===== src/hw/rtl/wkts_pkg.sv =====
`default_nettype none
// ----------------------------------------------------------------------------
// wkts_pkg
// shared types and constants of the weighted key tally with sort
// ----------------------------------------------------------------------------
package wkts_pkg;

    localparam int CAPACITY = 64;
    localparam int IDX_W    = $clog2(CAPACITY);
    localparam int CNT_W    = $clog2(CAPACITY + 1);
    localparam int KEY_W    = 32;
    localparam int WGT_W    = 48;
    localparam int POS_W    = 6;
    localparam int TOT_W    = 7;

    typedef enum logic [1:0] {
        ACT_ADD    = 2'd0,
        ACT_LOOKUP = 2'd1,
        ACT_CLEAR  = 2'd2,
        ACT_SORT   = 2'd3
    } t_action;

    typedef enum logic [2:0] {
        CMD_NONE    = 3'd0,
        CMD_LOAD    = 3'd1,  // latch item, reset scan index
        CMD_SCAN    = 3'd2,  // compare entry at scan index, advance
        CMD_WRITE   = 3'd3,  // write add result, present it
        CMD_REPORT  = 3'd4,  // present lookup/clear/full result
        CMD_SORTSTP = 3'd5,  // one selection-sort compare step
        CMD_SORTSWP = 3'd6,  // swap min into place, advance outer
        CMD_EMIT    = 3'd7   // present sorted entry
    } t_cmd;

    typedef struct packed {
        logic    hit;        // key matched during scan
        logic    match;      // entry on the read port matches the key
        logic    scan_done;  // scan index reached entry count
        logic    full;
        logic    inner_done;
        logic    outer_done;
        logic    swap_done;  // last step of the swap
        logic    sort_done;  // current outer pass is the final one
        logic    emit_last;
        logic    empty;
        t_action action;
    } t_status;

endpackage
`default_nettype wire


===== src/hw/rtl/wkts_ctrl.sv =====
`default_nettype none
// ----------------------------------------------------------------------------
// wkts_ctrl
// sequencer for scan, update, sort and emit phases with output handshake
// ----------------------------------------------------------------------------
module wkts_ctrl import wkts_pkg::*; (
    input  wire logic    i_clk,
    input  wire logic    i_rst_n,
    input  wire logic    i_in_valid,
    output logic         o_in_ready,
    output logic         o_out_valid,
    input  wire logic    i_out_ready,
    input  wire t_status i_status,
    output t_cmd         o_cmd,
    output logic         o_rd_phase
);
    typedef enum logic [8:0] {
        ST_IDLE  = 9'b000000001,
        ST_SCAN  = 9'b000000010,
        ST_DEC   = 9'b000000100,
        ST_WRITE = 9'b000001000,
        ST_REP   = 9'b000010000,
        ST_SSTP  = 9'b000100000,
        ST_SSWP  = 9'b001000000,
        ST_EMIT  = 9'b010000000,
        ST_OUT   = 9'b100000000
    } t_state;

    t_state r_state, n_state;
    logic   r_ph, n_ph;
    logic   r_emitting, n_emitting;

    always_comb begin
        n_state    = r_state;
        n_ph       = r_ph;
        n_emitting = r_emitting;
        o_cmd      = CMD_NONE;
        o_in_ready = 1'b0;
        o_out_valid = 1'b0;
        case (r_state)
            ST_IDLE: begin
                o_in_ready = 1'b1;
                if (i_in_valid) begin
                    o_cmd   = CMD_LOAD;
                    n_state = ST_DEC;
                    n_ph    = 1'b0;
                end
            end
            ST_DEC: begin
                n_ph = 1'b0;
                case (i_status.action)
                    ACT_CLEAR: n_state = ST_REP;
                    ACT_SORT: begin
                        n_emitting = 1'b0;
                        if (i_status.empty) begin
                            n_state = ST_IDLE;
                        end else if (i_status.outer_done) begin
                            n_state = ST_EMIT;
                        end else begin
                            n_state = ST_SSTP;
                        end
                    end
                    default: n_state = i_status.empty ? ST_SCAN : ST_SCAN;
                endcase
            end
            ST_SCAN: begin
                o_cmd = CMD_SCAN;
                n_ph  = ~r_ph;
                if (r_ph && i_status.scan_done) begin
                    n_state = (i_status.action == ACT_ADD &&
                               (i_status.hit || i_status.match || !i_status.full)) ?
                              ST_WRITE : ST_REP;
                    n_ph = 1'b0;
                end else if (!r_ph && i_status.scan_done && !i_status.hit) begin
                    n_state = (i_status.action == ACT_ADD && !i_status.full) ?
                              ST_WRITE : ST_REP;
                end
                if (n_state == ST_REP && i_status.hit) begin
                    n_ph = 1'b0;
                end
            end
            ST_REP: begin
                // lookup hit needs the hit entry on the read port
                o_cmd = (r_ph || !i_status.hit || i_status.action != ACT_LOOKUP) ?
                        CMD_REPORT : CMD_NONE;
                n_ph  = 1'b1;
                if (o_cmd == CMD_REPORT) begin
                    n_state = ST_OUT;
                end
            end
            ST_WRITE: begin
                o_cmd = r_ph ? CMD_WRITE : CMD_NONE;
                n_ph  = 1'b1;
                if (r_ph) begin
                    n_state = ST_OUT;
                end
            end
            ST_SSTP: begin
                o_cmd = CMD_SORTSTP;
                n_ph  = ~r_ph;
                if (r_ph && i_status.inner_done) begin
                    n_state = ST_SSWP;
                    n_ph    = 1'b1;
                end
            end
            ST_SSWP: begin
                o_cmd = CMD_SORTSWP;
                n_ph  = 1'b0;
                if (!r_ph && i_status.swap_done) begin
                    n_state = i_status.sort_done ? ST_EMIT : ST_SSTP;
                end
            end
            ST_EMIT: begin
                o_cmd = CMD_EMIT;
                n_ph  = ~r_ph;
                if (r_ph) begin
                    n_state    = ST_OUT;
                    n_emitting = 1'b1;
                end
            end
            ST_OUT: begin
                o_out_valid = 1'b1;
                if (i_out_ready) begin
                    n_ph = 1'b0;
                    if (r_emitting && !i_status.emit_last) begin
                        n_state = ST_EMIT;
                    end else begin
                        n_state    = ST_IDLE;
                        n_emitting = 1'b0;
                    end
                end
            end
            default: n_state = ST_IDLE;
        endcase
    end

    assign o_rd_phase = r_ph;

    always_ff @(posedge i_clk) begin
        if (!i_rst_n) begin
            r_state    <= ST_IDLE;
            r_ph       <= 1'b0;
            r_emitting <= 1'b0;
        end else begin
            r_state    <= n_state;
            r_ph       <= n_ph;
            r_emitting <= n_emitting;
        end
    end
endmodule
`default_nettype wire


===== config.mk =====
export PLATFORM = sky130hd
export DESIGN_NAME = wkts_ctrl
export DESIGN_NICKNAME = d
export VERILOG_FILES = /design/src/hw/rtl/wkts_pkg.sv /design/src/hw/rtl/wkts_ctrl.sv
export SDC_FILE = /design/constraint.sdc
export NUM_CORES = 1
export LEC_CHECK = 0
export ABC_AREA = 1
export ABC_CLOCK_PERIOD_IN_PS = 2400
export BUFFER_PORTS_ARGS = -buffer_cell sky130_fd_sc_hd__buf_4
export CAP_MARGIN = 0
export CORE_ASPECT_RATIO = 0.75
export CORE_MARGIN = 2
export CORE_UTILIZATION = 55
export CTS_CLUSTER_SIZE = 30
export DETAILED_ROUTE_END_ITERATION = 10
export HOLD_SLACK_MARGIN = 0.06
export PLACE_DENSITY = 0.8
export SLEW_MARGIN = 20
export SYNTH_ARGS = -nofsm -noshare
export SYNTH_HDL_FRONTEND = slang
export SYNTH_SLANG_ARGS = --single-unit

===== constraint.sdc =====
create_clock -name i_clk -period 2.4 [get_ports i_clk]
set_input_delay 0.72 -clock i_clk [delete_from_list [all_inputs] [get_ports i_clk]]
set_output_delay 0.72 -clock i_clk [all_outputs]
set_load 0.03 [all_outputs]

==> impl_results.md <==
* Via-to-Cell Ratio at 5.825
* CP cell instances: nor2_4, buf_4, nand2_4, nor2_4, nand2_1, o211ai_1, buf_4
* Fin util at 0.7105
* Area growth syn-to-layout at 21.80%
* Clock share of power at 0.209
* Setup violators final at 0
* Synth Instances at 201
* Post-layout minimum cycle time at 2351 ps
* Root Driver: clkbuf_4
* Pin count of the biggest net entering global routing at 12
* Peak supply drop at 0.4240 mV
* Worst setup startpoint: r_state[7]
* Critical-path top delay cell: dfxtp_2
* Clk buf depth at 2
* Die H at 43.86 um
* Top Ports at 22
* CP Max Fanout at 6
* Post-synthesis adder-cell area fraction at 0
* Post-Synth Simple-Gate Area at 0.5865
* Net Sw Frac at 0.4509
* Die width at 57.14 um
* Htree depth at 1
* CTS tree: done
* Clock slew at reported path FFs at 90 ps
* Worst R2R Setup Slack at 780 ps
* Mapped Nets at 217
* Layout cell share with drive strength beyond 1 at 0.2588
* Num CTS Buffers at 3
* Mapped Area at 1165 um^2
* Worst setup EP type: output port
* Static leakage at 0.7778 nW
* Top post-synthesis cells by count: 51 x nand2_1, 27 x inv_1, 27 x nor2_1, 24 x nand3_1
* Final setup TNS at 0 ps
* FILL cells at 202
* Reg2reg end: r_state[5]
* Switching power total at 0.3009 mW
* Post-synthesis area per instance at 5.795 um^2
* Hold Slack at 500.8 ps
* Critical path class: reg2out
* Ys async rst share at 0
* Worst Path Required at 1680 ps
* FF-to-FF Start: r_state[7]
* Max-cap violations at 0
* Detailed Route WL at 3.605 mm
* Final ANT Viol Nets at 0
* Fin cells at 252
* HP Class: reg2reg
* Internal power at 0.3665 mW
* Yosys cell types at 20
* Largest cells by area after synthesis: dfxtp_1 19%, nand2_1 16%, nand3_1 10%
* Power, Total at 0.6673 mW
* EDFF count, synth at 0
* HPWL Detailed at 2.788 mm
* CP Launch Type: flop
* WL per Instance at 14.31 um
* R2R depth at 10
* Diodes inserted at 0
* First-pass GRT wire length at 5.809 mm
* Period utilization at 0.9795
* Multi-input gate area at 834.6 um^2
* Final worst slack at 49.11 ps
* F_max at 425.4 MHz
* Worst rel slew slack at 0.7402
* DIE AREA at 2506 um^2
* Critical path arrival at 1630 ps
* Worst Setup EP: o_cmd[2]
* Final Slew Violations at 0
* Detailed-router iteration count before antenna repair at 8
* Yosys reg bits at 11
* DP Area at 1345 um^2
* Crit-path max cell delay at 360 ps
* Final hold vios at 0
* Share of power burned in registers at 0.308
* Sequential-to-total area share from yosys stat at 0.1890
* Placed Instances at 246
* Combinational share of power at 0.483
* Clock Sinks at 11
* Fin nets at 245
* Aggregate global-route resource usage at 0.3059
* Initial antenna violation count at 0
* Pre-CTS WS at 197.7 ps
* Core box area at 1997 um^2
* Ys flop type: dfxtp_1
* Skew final at 6.156 ps
* Reg area at 224.0 um^2
* Worst-Margin Slew at 388.3 ps
* Synth warnings at 0
* Initial Util at 0.5833
* Final design area excluding fillers at 1419 um^2
* Post-synth top area share at 0.1890
* Largest family of logic cells by synthesized area: simple AND/OR/NAND/NOR gates
* Status: completed
* Routability Congestion at 0.9443
* Mux cell area share after synthesis at 0
* First DRT Iteration DRCs at 135
* Compound-cell area share of the yosys netlist at 0.1085
* Most frequent cell after synthesis: nand2_1
* PD cells at 470.3 nW/um^2
* Rows at 14
* IO Port Bufs at 21
* Grt ovf at 0
* Vias in the first global route at 1322
* Vias post-DR at 1468
* Worst skew pair latency at 280 ps
* DRC at 0
* XOR/XNOR Fraction of Synth Area at 0
* Yosys top cell by area: dfxtp_1
state kept, by name (all words and copies together), names as in the netlist:
name and cells:
o_rd_phase 1, r_emitting 1, r_state 9
final cells by class:
type | count | area share
clock buffers | 3 | 0.01587
well taps | 24 | 0.02116
multi-input cells | 158 | 0.5882
clock inverters | 1 | 0.003527
flip-flops and latches | 11 | 0.1578
repair buffers | 25 | 0.1323
inverters | 30 | 0.08113
cells by family after synthesis:
group,after synthesis
and+or+nand+nor,135
buffers and inverters,32
AOI/OAI and AO/OA,23
DFF,11
metal layers:
layer | GRT usage | wire (um)
met4 | 0.09767 | 57
met1 | 0.4108 | 1485
met2 | 0.4874 | 1602
met3 | 0.07463 | 460
met5 | 0 | 0
placed cells by master, fill, tap and decap left out, types with 5 or more instances in the layout:
master | netlist | final
nand2_1 | 51 | 51
a21oi_1 | 8 | 8
nor3_1 | 6 | 5
nor2_1 | 27 | 27
o21ai_0 | 11 | 10
nand3_1 | 24 | 24
inv_1 | 27 | 27
nor2_4 | 5 | 9
dfxtp_1 | 11 | 8
buf_4 | 0 | 25
worst max-delay path, delay by kind of cell, from the launching register on:
family | cells | cell delay, ps
simple gates | 4 | 460
compound gates | 1 | 180
buf+inv | 2 | 340
flops | 1 | 360
how the worst min path moves through the flow:
stage	start	endpoint	slack (ps)	cells past startpoint
after floorplan	r_emitting	r_emitting	450	2
after global routing	r_emitting	r_emitting	530	2
final	r_emitting	r_emitting	500	2
after global placement	r_emitting	r_emitting	470	2
after CTS	r_emitting	r_emitting	500	2
after detailed placement	r_emitting	r_emitting	480	2
power groups by stage:
stage               combinational [mW]  sequential, mW  clock [mW]
global route                     0.354           0.207       0.147
finish                           0.322           0.206       0.139
CTS                              0.302           0.202       0.138
global placement                 0.295           0.206           0
floorplan                        0.218           0.207           0
detailed placement               0.301           0.207           0
timing repair:
| item | CTS | global route |
|---|---|---|
| gates resized for setup | 0 | 10 |
| hold buffers | 0 | 0 |
| setup endpoints to repair | 0 | 3 |
| setup buffers | 0 | 2 |
No activity file was read; power rests on OpenSTA's default activity.
